File: config.mk
export PLATFORM = sky130hd
export DESIGN_NAME = tsp_sqrt_cell
export DESIGN_NICKNAME = d
export VERILOG_FILES = /design/src/hw/rtl/tsp_pkg.sv /design/src/hw/rtl/tsp_sqrt_cell.sv
export SDC_FILE = /design/constraint.sdc
export NUM_CORES = 1
export LEC_CHECK = 0
export BUFFER_PORTS_ARGS = -buffer_cell sky130_fd_sc_hd__buf_2
export CAP_MARGIN = 40
export CORE_MARGIN = 5
export CORE_UTILIZATION = 42
export CTS_BUF_LIST = sky130_fd_sc_hd__clkbuf_8 sky130_fd_sc_hd__clkbuf_16
export DETAILED_ROUTE_END_ITERATION = 16
export SYNTH_ARGS = -nofsm -noshare
export SYNTH_HDL_FRONTEND = slang
export SYNTH_SLANG_ARGS = --single-unit
File: constraint.sdc
create_clock -name clk -period 10.2 [get_ports clk]
set_input_delay 2.04 -clock clk [delete_from_list [all_inputs] [get_ports clk]]
set_output_delay 2.04 -clock clk [all_outputs]
set_load 0.05 [all_outputs]
File: src/hw/rtl/tsp_pkg.sv
// Shared types and constants of the trapezoid speed profile block.
// Used by tsp_front, tsp_sqrt_cell and trapezoid_speed_profile; depends on nothing.
package tsp_pkg;

  localparam int CELL_COUNT_WIDTH = 16;
  localparam int SPEED_W          = 16;
  localparam int ACCEL_W          = 16;
  localparam int CELL_SIZE_W      = 17;
  localparam int DIST_W           = CELL_COUNT_WIDTH + CELL_SIZE_W;
  localparam int PROD_W           = DIST_W + ACCEL_W;
  localparam int NUM_W            = 42;
  localparam int REM_W            = 41;
  localparam int ROOT_W           = 34;
  localparam int TRIAL_W          = ROOT_W + 9;
  localparam int SQRT_STEPS       = SPEED_W;

  localparam int CFG_IDX_W  = 2;
  localparam int CFG_DATA_W = CELL_SIZE_W;
  localparam logic [CFG_IDX_W-1:0] CFG_MAX_SPEED = 2'd0;
  localparam logic [CFG_IDX_W-1:0] CFG_MAX_ACCEL = 2'd1;
  localparam logic [CFG_IDX_W-1:0] CFG_CELL_SIZE = 2'd2;

  localparam logic [SPEED_W-1:0]     RST_MAX_SPEED = 16'd500;
  localparam logic [ACCEL_W-1:0]     RST_MAX_ACCEL = 16'd500;
  localparam logic [CELL_SIZE_W-1:0] RST_CELL_SIZE = 17'd50000;

  localparam logic [SPEED_W-1:0] FLOOR_SPEED = 16'd120;
  localparam logic [SPEED_W-1:0] START_SPEED = 16'd150;
  localparam logic [SPEED_W-1:0] SAT_SPEED   = 16'hFFFF;
  localparam logic [63:0] START_ZONE_UM = 64'd200000;
  // Past-end distances at or above 2000 * 65536 um saturate the speed.
  localparam logic [63:0] PAST_SAT_UM   = 64'd131072000;
  // floor(2^22 / 125): reciprocal for the divide by 125 after a shift by 4.
  localparam logic [15:0] RECIP_125     = 16'd33554;
  // Radicands at or above 500 * 2^32 give a root beyond the output range.
  localparam logic [63:0] SAT_RADICAND  = 64'd2147483648000;
  localparam logic [ROOT_W-1:0] FIRST_BIT = ROOT_W'(64'd1 << (2 * (SQRT_STEPS - 1)));

  typedef enum logic [1:0] {
    KIND_FIXED,
    KIND_RAMP,
    KIND_PAST
  } tsp_kind_t;

  typedef struct packed {
    logic [SPEED_W-1:0]     max_speed;
    logic [ACCEL_W-1:0]     max_accel;
    logic [CELL_SIZE_W-1:0] cell_size;
  } tsp_cfg_t;

  typedef struct packed {
    logic [REM_W-1:0]   rem;
    logic [ROOT_W-1:0]  root;
    logic [ROOT_W-1:0]  bitw;
    logic               fixed;
    logic [SPEED_W-1:0] fixval;
  } tsp_cell_t;

endpackage

File: src/hw/rtl/tsp_sqrt_cell.sv
// One digit cell of the square root chain: decides one root bit of
// floor(sqrt(rad / 500)) and hands the partial result on. Depends on tsp_pkg.
module tsp_sqrt_cell (
  input  logic               clk,
  input  logic               rst_n,
  input  logic               up_valid,
  input  tsp_pkg::tsp_cell_t up_data,
  output logic               up_ready,
  output logic               dn_valid,
  output tsp_pkg::tsp_cell_t dn_data,
  input  logic               dn_ready
);

  logic               v_r;
  tsp_pkg::tsp_cell_t data_r;
  tsp_pkg::tsp_cell_t data_nxt;

  logic [tsp_pkg::ROOT_W-1:0]  sum;
  logic [tsp_pkg::TRIAL_W-1:0] trial;

  assign up_ready = !v_r || dn_ready;
  assign dn_valid = v_r;
  assign dn_data  = data_r;

  // The remainder is kept scaled by 500, so the trial term is 500 * (root + bit).
  always_comb begin
    sum   = up_data.root + up_data.bitw;
    trial = (tsp_pkg::TRIAL_W'(sum) << 9) - (tsp_pkg::TRIAL_W'(sum) << 3)
          - (tsp_pkg::TRIAL_W'(sum) << 2);
    data_nxt      = up_data;
    data_nxt.bitw = up_data.bitw >> 2;
    if (!up_data.fixed) begin
      if (tsp_pkg::TRIAL_W'(up_data.rem) >= trial) begin
        data_nxt.rem  = up_data.rem - trial[tsp_pkg::REM_W-1:0];
        data_nxt.root = (up_data.root >> 1) + up_data.bitw;
      end else begin
        data_nxt.root = up_data.root >> 1;
      end
    end
  end

  always_ff @(posedge clk) begin
    if (!rst_n) begin
      v_r <= 1'b0;
    end else if (up_ready) begin
      v_r <= up_valid;
    end
  end

  always_ff @(posedge clk) begin
    if (up_ready && up_valid) begin
      data_r <= data_nxt;
    end
  end

endmodule

# == Word-level counts from Yosys, hierarchy flattened ==
# Cells that the tools add are included.
# totals
reg_bits,125
wordCells,18
input_bits,130
output_inout_bits,128
# classes
addsub,5
magnitude_cmp,1
reduce_logical,3
n_mux,3
# ops
op,count
$mux W75,1
$ge A41 B43 Y1,1
$sub A43 B36 Y43,1
$sub A43 B37 Y43,1
$mux W41,1
$sub A41 B41 Y41,1
$add A33 B34 Y34,1
$add A34 B34 Y34,1
$mux W34,1
$logic_and A1 B1 Y1,1
$logic_not A1 Y1,1
$logic_or A1 B1 Y1,1

# == Depth between registers and ports, before layout ==
# Gate-level depths: netlist (run 1).
# depth
depth_word,6
depth_mapped,40
depth_no_buf,38

# == Worst setup path after synthesis (run 1) ==
# No wires, ideal clock.
# synth_timing
path_type,in2reg
startpoint,input port up_data[17] (netlist name)
endpoint,register data_r (netlist bit dn_data[101]) (data pin)
setup_time_ns,0.260
setup_slack_ns,0.945
path_buffers,1
cell_stages,36
t_required_ns,9.940
arrival_ns,8.995
path_cell_list,ha_1 -> inv_1 -> fa_1 -> nor2b_1 -> o31a_1 -> o21a_1 -> nor4_1 -> nor2_1 -> a21o_1 -> a21o_1 -> xor2_1 -> inv_1 -> fa_1 -> ha_1 -> a21oi_1 -> o21ai_0 -> a21o_1 -> a21o_1 -> a21oi_1 -> nor2_1 -> or4_1 -> o21ai_0 -> a21boi_0 -> nor4_1 -> a311oi_1 -> ha_1 -> nand2_1 -> nor2_1 -> nand2_1 -> nor3_1 -> nand2_1 -> o21ai_0 -> a21oi_1 -> nor4_4 -> buf_6 -> mux2_2
# synth_rtl
element,line,rtl
"start, declared",tsp_sqrt_cell.sv:7,"input tsp_pkg::tsp_cell_t up_data,"
"end signal, assigned",tsp_sqrt_cell.sv:52,data_r <= data_nxt;
"end, declared",tsp_sqrt_cell.sv:15,tsp_pkg::tsp_cell_t data_r;

==> results of run 1 <==
cells in the mapped netlist, drive strengths merged (19+ instances only):
cell / number / area (um^2)
ha: 159 / 1990
a21oi: 134 / 674
edfxtp: 124 / 3720
nand2: 105 / 394
o21ai: 94 / 474
inv: 87 / 327
xnor2: 86 / 753
nor2: 70 / 263
a21o: 62 / 465
xor2: 52 / 455
mux2i: 33 / 330
mux2: 32 / 360
o21a: 31 / 233
fa: 23 / 460
nand3: 21 / 105
nor2b: 20 / 125
o21bai: 19 / 143
timing repair:
action / 4_1_cts / 5_1_grt
buffers inserted: 0 / 3
endpoints found under the setup margin: 0 / 73
resized for setup: 0 / 10
power groups by stage:
stage / clock, mW / sequential (mW) / combinational (mW)
after floorplan: 0 / 0.875 / 3.21
after global placement: 0 / 0.670 / 4.36
after detailed placement: 0 / 0.671 / 4.38
after CTS: 0.683 / 0.662 / 4.41
after global routing: 0.706 / 0.666 / 4.94
final: 0.665 / 0.661 / 4.46
worst paths after layout:
kind | slack [ns] | depth (start not counted) | to
worst max-delay path | 0.67 | 37 | dn_data[111]
worst min-delay path | 0.54 | 2 | dn_valid
worst max register to register | 7.88 | 3 | dn_data[23]
worst min register to register | 0.54 | 2 | dn_valid
per-layer routing:
layer / GRT usage / vias up
met4: 0.0549 / 0
li1: - / 5763
met5: 0 / -
met3: 0.0463 / 35
met1: 0.274 / 5243
met2: 0.302 / 316
logic make-up (layout without fill, tap and decap cells):
kind of cell | Yosys count | count (layout) | synth area share
AOI/OAI and AO/OA | 458 | 458 | 0.226
xor gates and xnor gates | 138 | 138 | 0.0924
adders and majority gates | 183 | 183 | 0.188
buffers and inverters | 118 | 409 | 0.0385
DFF | 125 | 125 | 0.286
muxes | 65 | 65 | 0.0528
other | 1 | 2 | 0.000287
and+or+nand+nor | 311 | 311 | 0.115
flip-flops by register name, summed over array words and instances (netlist names):
signal / flops
dn_valid: 1
dn_data: 124
cell type report:
type / instances / area (um^2) / share of cell area
repair buffers: 290 / 1560 / 0.100
well taps: 396 / 495 / 0.0317
inverters: 87 / 327 / 0.0209
flip-flops and latches: 125 / 3740 / 0.240
clock buffers: 17 / 425 / 0.0272
clock inverters: 15 / 203 / 0.0130
multi-input cells: 1157 / 8870 / 0.568
through the flow:
stage	setup slack, ns	TNS [ns]
2_1_floorplan	0.945	0
3_3_place_gp	0.0967	0
3_5_place_dp	-0.141	-3.30
4_1_cts	0.290	0
5_1_grt	-0.0136	-0.0470
6_report	0.665	0
worst max-delay path: cells and delay by family:
family | cells | cell delay (ns)
buffers and inverters | 3 | 0.53
AO/OA/AOI/OAI | 18 | 2.89
AND/OR/NAND/NOR | 9 | 2.19
adder cells (fa/ha/maj) | 4 | 1.38
multiplexers | 1 | 0.36
XOR/XNOR | 2 | 0.34
==> results.sh, run 1 <==
export IMPL_criticalPathCategory="input pin to flop"
export IMPL_synth_edff_count=124
export IMPL_clk_pin_slew_worst_paths_ns=0.06
export IMPL_combPwrFrac=0.771
export IMPL_met2_length_um=15200
export IMPL_top_layer_used="met4"
export IMPL_finalInstanceArea_um2=15600
export IMPL_dp_cells=2052
export IMPL_synth_cell_types=72
export IMPL_p_sw_mw=2.83
export IMPL_critPathLaunch="up_data[23]"
export IMPL_p_int_mw=2.96
export IMPL_wirelength_met1_um=16900
export IMPL_min_delay_start="dn_valid"
export IMPL_final_cells=2087
export IMPL_routedWlPerCell_um=16.6
export IMPL_gp_congestion=0.884
export IMPL_syn_to_final_growth_pct=19.5
export IMPL_critical_path_max_stage_delay_ns=0.65
export IMPL_slowest_stage="nor4_4"
export IMPL_dpl_hpwl_um=28000
export IMPL_layout_common_cells="buf_2, ha_1, a21oi_1"
export IMPL_hold_violations=0
export IMPL_avgSynthCellArea_um2=9.35
export IMPL_die_x_um=186
export IMPL_arrival_ns=9.72
export IMPL_slew_viol_final=0
export IMPL_firstDrtPassIters=5
export IMPL_fin_skew_ns=0.00907
export IMPL_final_core_utilization=0.509
export IMPL_critPathMostFrequentCell="a21o_1"
export IMPL_overflow=0
export IMPL_cp_start_kind="input pin"
export IMPL_post_dp_cell_area_um2=14900
export IMPL_status="complete, no violations"
export IMPL_cp_max_fo=8
export IMPL_antenna_found_initial=0
export IMPL_core_area_um2=30700
export IMPL_cellPowerDensity_nw_per_um2=370
export IMPL_drtIter0Drc=652
export IMPL_layout_commonest_cell="buf_2"
export IMPL_clock_fmax_mhz=105
export IMPL_hold_buffers=0
export IMPL_cts_root_buf="clkbuf_16"
export IMPL_grt_max_degree=73
export IMPL_cts_made_buffers=17
export IMPL_drive_above_1_share=0.220
export IMPL_worstReg2RegStart="dn_valid"
export IMPL_port_buffers=255
export IMPL_clock_sinks=125
export IMPL_cts_tree="yes"
export IMPL_clkPwrFrac=0.115
export IMPL_diodes=0
export IMPL_yosysSeqAreaShare=0.286
export IMPL_peakVddDrop_v=0.000174
export IMPL_initial_utilization=0.426
export IMPL_required_ns=10.38
export IMPL_slew_headroom=0.374
export IMPL_ys_ff_latch=125
export IMPL_drc=0
export IMPL_maxCapViolCount=0
export IMPL_ant_nets=0
export IMPL_rows=64
export IMPL_grt_pass1_wl_um=57300
export IMPL_period_needed_ns=9.53
export IMPL_grt_total_usage=0.195
export IMPL_mappedNetlistArea_um2=13100
export IMPL_min_period_over_period=0.935
export IMPL_power_mw=5.79
export IMPL_die_y_um=186
export IMPL_fillCellCount=2931
export IMPL_nets=1990
export IMPL_p_sw_frac=0.489
export IMPL_synth_warnings=0
export IMPL_cts_buffer_depth=2
export IMPL_p_leak_nw=7.00
export IMPL_grt_pass1_vias=11300
export IMPL_seq_power_share=0.114
export IMPL_num_io_pins=258
export IMPL_fp_dieArea_um2=34800
export IMPL_synthCells=1399
export IMPL_cts_htree_levels=4
export IMPL_worstSetupEndpointType="flop"
export IMPL_worstSkewPairLatency_ns=0.44
export IMPL_async_flop_share=0
export IMPL_holdWs_ns=0.536
export IMPL_vias=11400
export IMPL_drt_wl_total_um=34600
export IMPL_routed_wl_met3_um=1970
export IMPL_viasPerCell=5.44
export IMPL_min_path_type="flop to flop"
export IMPL_finalSetupViolations=0
export IMPL_yosys_most_used_dff="edfxtp_1"
export IMPL_worst_slew_pin_slew_ns=0.927
Note: power is estimated with default switching activity, not from simulation.
==> run 2, diff against run 1 <==
CORE_UTILIZATION = 40   (was 42)
==> run 2 against run 1 <==
Register-to-register slack better by 0.02 ns. Wire length is 0.27% higher. Non-clock buffer count is 17 lower. Global-route usage is 0.53 points lower. Worst hold slack worse by 0.0039 ns. Worst setup slack better by 0.13 ns. Sequential cell count stayed put. Count of clock-buffer cells in the layout stayed put. Combinational power is 2% lower. Utilization is 2.9 points lower. Highest routed layer unchanged.
==> results.sh, run 2 (synthesis gave the netlist of run 1 again) <==
export IMPL_regArea_um2=3740
export IMPL_grt_max_degree=74
export IMPL_fin_skew_ns=0.00494
export IMPL_worstSkewPairLatency_ns=0.44
export IMPL_cts_tree="yes"
export IMPL_required_ns=10.38
export IMPL_critical_path_max_stage_delay_ns=0.48
export IMPL_period_needed_ns=9.41
export IMPL_clock_sinks=125
export IMPL_min_path_type="flop to flop"
export IMPL_num_io_pins=258
export IMPL_dpl_hpwl_um=28200
export IMPL_cts_made_buffers=17
export IMPL_p_int_mw=2.85
export IMPL_die_y_um=191
export IMPL_cp_max_fo=46
export IMPL_p_leak_nw=6.90
export IMPL_antenna_found_initial=0
export IMPL_p_sw_frac=0.498
export IMPL_ant_nets=0
export IMPL_initial_utilization=0.404
export IMPL_hold_violations=0
export IMPL_clk_pin_slew_worst_paths_ns=0.06
export IMPL_finalInstanceArea_um2=15500
export IMPL_grt_pass1_wl_um=56500
export IMPL_min_period_over_period=0.922
export IMPL_worstSetupEndpointType="flop"
export IMPL_gp_congestion=0.903
export IMPL_post_dp_cell_area_um2=14900
export IMPL_p_sw_mw=2.83
export IMPL_routedWlPerCell_um=16.4
export IMPL_maxCapViolCount=0
export IMPL_slowest_stage="fa_1"
export IMPL_layout_common_cells="buf_2, ha_1, a21oi_1"
export IMPL_status="complete, no violations"
export IMPL_nets=1973
export IMPL_diodes=0
export IMPL_holdPathStages=2
export IMPL_syn_to_final_growth_pct=18.8
export IMPL_grt_pass1_vias=11100
export IMPL_vias=11200
export IMPL_criticalPathCategory="input pin to flop"
export IMPL_rsz0062_at_grt="false"
export IMPL_multiInputGateArea_um2=8870
export IMPL_drt_wl_total_um=34700
export IMPL_cellPowerDensity_nw_per_um2=365
export IMPL_die_x_um=191
export IMPL_finalSetupViolations=0
export IMPL_grt_total_usage=0.190
export IMPL_cts_buffer_depth=2
export IMPL_drive_above_1_share=0.214
export IMPL_cp_start_kind="input pin"
export IMPL_fillCellCount=3164
export IMPL_combPwrFrac=0.770
export IMPL_core_area_um2=32400
export IMPL_overflow=0
export IMPL_arrival_ns=9.59
export IMPL_r2r_cells=3
export IMPL_port_buffers=255
export IMPL_clkPwrFrac=0.113
export IMPL_seq_power_share=0.116
export IMPL_drtIter0Drc=514
export IMPL_slew_viol_final=0
export IMPL_clock_fmax_mhz=106
export IMPL_rows=66
export IMPL_viasPerCell=5.30
export IMPL_fp_dieArea_um2=36400
export IMPL_worst_slew_pin_slew_ns=0.862
export IMPL_layout_commonest_cell="buf_2"
export IMPL_hold_buffers=0
export IMPL_largest_register_ffs=124
export IMPL_firstDrtPassIters=5
export IMPL_cts_root_buf="clkbuf_16"
export IMPL_drc=0
export IMPL_peakVddDrop_v=0.000177
export IMPL_setup_tns_ns=0
export IMPL_cts_htree_levels=4
export IMPL_slew_headroom=0.425
run 2: changes by cell type in the layout (fill, tap and decap cells not counted), moves of 2 or more:
| cell | delta |
|---|---|
| inv_1 | -2 |
| clkinv_4 | +3 |
| clkinvlp_4 | +2 |
| clkinv_1 | -4 |
| o21ai_0 | +2 |
| ha_2 | -2 |
| bufinv_16 | -2 |
| o21ai_1 | -2 |
| ha_1 | +2 |
| buf_4 | -17 |
| inv_6 | +3 |
run 2: metrics by stage:
step	setup slack [ns]	util	instances	hold WS, ns	power, mW
after floorplan	0.945	-	1400	1.15	4.09
after global placement	0.268	0.460	2084	0.508	4.98
after detailed placement	0.0379	0.460	2084	0.525	5.00
after CTS	0.481	0.479	2116	0.534	5.69
after global routing	0.0379	0.480	2116	0.574	6.22
final	0.791	0.480	2116	0.533	5.68
run 2: cell type report:
class	count	share of cell area
Inverter	87	0.0210
Clock inverter	15	0.0121
Clock buffer	17	0.0274
Multi-Input combinational cell	1157	0.571
Sequential cell	125	0.241
Timing Repair Buffer	273	0.0924
Tap cell	442	0.0356
run 2: final timing paths:
check,to,from,slack (ns)
setup reg to reg,dn_data[53],dn_valid,7.90
hold reg to reg,dn_valid,dn_valid,0.53
hold / removal,dn_valid,dn_valid,0.53
setup / recovery,dn_data[88],up_data[17],0.79
run 2: layer usage:
metal,wire length [um],global-route usage,vias to the layer above
met1,17200,0.273,5162
met5,0,0,-
li1,-,-,5741
met3,1920,0.0395,30
met4,529,0.0528,0
met2,15100,0.289,276
run 2: power groups by stage:
stage / Combinational, mW / Clock (mW) / Sequential (mW)
2_1_floorplan: 3.21 / 0 / 0.875
3_5_place_dp: 4.33 / 0 / 0.672
3_3_place_gp: 4.31 / 0 / 0.672
6_report: 4.37 / 0.644 / 0.660
5_1_grt: 4.87 / 0.684 / 0.666
4_1_cts: 4.36 / 0.662 / 0.662
run 2: repair_timing:
item                       in CTS  in global routing
setup endpoints to repair       0                 73
resized for setup               0                  6
setup buffers                   0                  0
run 2: critical path, delay by kind of cell:
kind            cells  cell delay (ns)
compound gates     12             2.83
simple gates       10             1.64
fa+ha+maj           5             1.62
buf+inv             4             0.53
xor+xnor            2             0.49
mux                 1             0.37
==> run 3, diff against run 2 <==
RECOVER_POWER = 50   (was not set)
==> run 3 against run 2 <==
Count of clock-buffer cells in the layout unchanged. Combinational power about the same. Global-route usage unchanged. Largest cell class unchanged. Worst hold slack got worse by 0.0084 ns. Worst setup slack improved by 0.0043 ns. Register-to-register slack got worse by 2.4 ns. Die area unchanged. First-iteration DRC count increased by 0.39%. The flow now finishes with violations (capacitance limit, slew limit). Non-clock buffer count unchanged.
==> results.sh, run 3 (synthesis gave the netlist of run 1 again) <==
export IMPL_peakVddDrop_v=0.000177
export IMPL_firstDrtPassIters=5
export IMPL_vias=11200
export IMPL_criticalPathCategory="input pin to flop"
export IMPL_hold_violations=0
export IMPL_clkPwrFrac=0.114
export IMPL_drt_wl_total_um=34800
export IMPL_cellPowerDensity_nw_per_um2=368
export IMPL_drive_above_1_share=0.151
export IMPL_maxCapViolCount=1
export IMPL_arrival_ns=9.59
export IMPL_required_ns=10.38
export IMPL_critPathLaunch="up_data[17]"
export IMPL_critPathBufInv=4
export IMPL_status="finished, violations left"
export IMPL_cts_root_buf="clkbuf_16"
export IMPL_diodes=0
export IMPL_drc=0
export IMPL_die_y_um=191
export IMPL_cts_htree_levels=4
export IMPL_violations="capacitance limit, slew limit"
export IMPL_min_period_over_period=0.922
export IMPL_p_sw_mw=2.83
export IMPL_p_sw_frac=0.499
export IMPL_worst_slew_pin_slew_ns=3.96
export IMPL_multiInputGateArea_um2=8860
export IMPL_clock_sinks=125
export IMPL_worstSetupEndpointType="flop"
export IMPL_regArea_um2=3740
export IMPL_cts_buffer_depth=2
export IMPL_ant_nets=0
export IMPL_routedWlPerCell_um=16.5
export IMPL_crit_cells=34
export IMPL_p_leak_nw=6.61
export IMPL_clock_fmax_mhz=106
export IMPL_grt_total_usage=0.190
export IMPL_cp_max_fo=46
export IMPL_period_needed_ns=9.40
export IMPL_core_area_um2=32400
export IMPL_cts_tree="yes"
export IMPL_die_x_um=191
export IMPL_num_io_pins=258
export IMPL_worstReg2RegStart="dn_valid"
export IMPL_overflow=0
export IMPL_min_path_type="flop to flop"
export IMPL_grt_pass1_vias=11100
export IMPL_cp_start_kind="input pin"
export IMPL_finalInstanceArea_um2=15400
export IMPL_setup_tns_ns=0
export IMPL_nets=1973
export IMPL_slowest_stage="fa_1"
export IMPL_critical_path_max_stage_delay_ns=0.48
export IMPL_layout_common_cells="ha_1, buf_2, a21oi_1"
export IMPL_clk_pin_slew_worst_paths_ns=0.06
export IMPL_port_buffers=255
export IMPL_post_dp_cell_area_um2=14900
export IMPL_seq_power_share=0.117
export IMPL_worstSkewPairLatency_ns=0.44
export IMPL_initial_utilization=0.404
export IMPL_grt_max_degree=74
export IMPL_hold_buffers=0
export IMPL_fp_dieArea_um2=36400
export IMPL_layout_commonest_cell="ha_1"
export IMPL_syn_to_final_growth_pct=17.8
export IMPL_r2r_cells=3
export IMPL_finalSetupViolations=0
export IMPL_cts_made_buffers=17
export IMPL_min_delay_start="dn_valid"
export IMPL_slew_viol_final=63
export IMPL_gp_congestion=0.903
export IMPL_antenna_found_initial=0
export IMPL_viasPerCell=5.29
export IMPL_rows=66
export IMPL_drtIter0Drc=516
export IMPL_fillCellCount=3203
export IMPL_slew_headroom=-1.64
export IMPL_holdPathStages=2
export IMPL_p_int_mw=2.84
export IMPL_fin_skew_ns=0.00509
export IMPL_dpl_hpwl_um=28200
export IMPL_combPwrFrac=0.769
export IMPL_cp_top_family="compound AO/OA/AOI/OAI gates"
export IMPL_rsz0062_at_grt="false"
export IMPL_grt_pass1_wl_um=56500
export IMPL_largest_register_ffs=124
## run 3: worst min-delay path: cells and delay by family, from the launching register on
family,cells,cell delay (ns)
AOI/OAI and AO/OA,1,0.08
DFF,1,0.30
and+or+nand+nor,1,0.09
## run 3: stage by stage
stage	utilization	hold WS [ns]	cells	worst slack, ns	power (mW)
3_5_place_dp	0.460	0.525	2084	0.0379	5.00
2_1_floorplan	-	1.15	1400	0.945	4.09
6_report	0.476	0.524	2116	0.796	5.67
3_3_place_gp	0.460	0.508	2084	0.268	4.98
4_1_cts	0.479	0.534	2116	0.481	5.69
5_1_grt	0.476	0.565	2116	0.0257	6.22
## run 3: layer usage
metal	part of all wire	GRT usage	wire, um
met5	0	0	0
met4	0.016	0.0528	563
met3	0.054	0.0395	1860
met2	0.43	0.289	15100
met1	0.50	0.273	17300
## run 3: cell type report
| cell class | count | area share |
|---|---|---|
| well taps | 442 | 0.0359 |
| flip-flops and latches | 125 | 0.243 |
| clock inverters | 15 | 0.0122 |
| clock buffers | 17 | 0.0276 |
| inverters | 87 | 0.0212 |
| multi-input cells | 1157 | 0.575 |
| repair buffers | 273 | 0.0846 |
## run 3: worst paths after layout
check | endpoint | slack, ns
worst max-delay path | dn_data[89] | 0.80
worst min-delay path | dn_valid | 0.52
worst max register to register | dn_data[53] | 5.55
worst min register to register | dn_valid | 0.52
## run 3: repair_timing
action / CTS / global route
resized for setup: 0 / 6
setup endpoints to repair: 0 / 73
buffers inserted: 0 / 0
endpoints found under the hold margin: 0 / 0
## run 3: power groups by stage
stage / clock, mW / sequential (mW) / combinational, mW
after floorplan: 0 / 0.875 / 3.21
after global placement: 0 / 0.672 / 4.31
after detailed placement: 0 / 0.672 / 4.33
after CTS: 0.662 / 0.662 / 4.36
after global routing: 0.684 / 0.670 / 4.86
final: 0.646 / 0.663 / 4.36
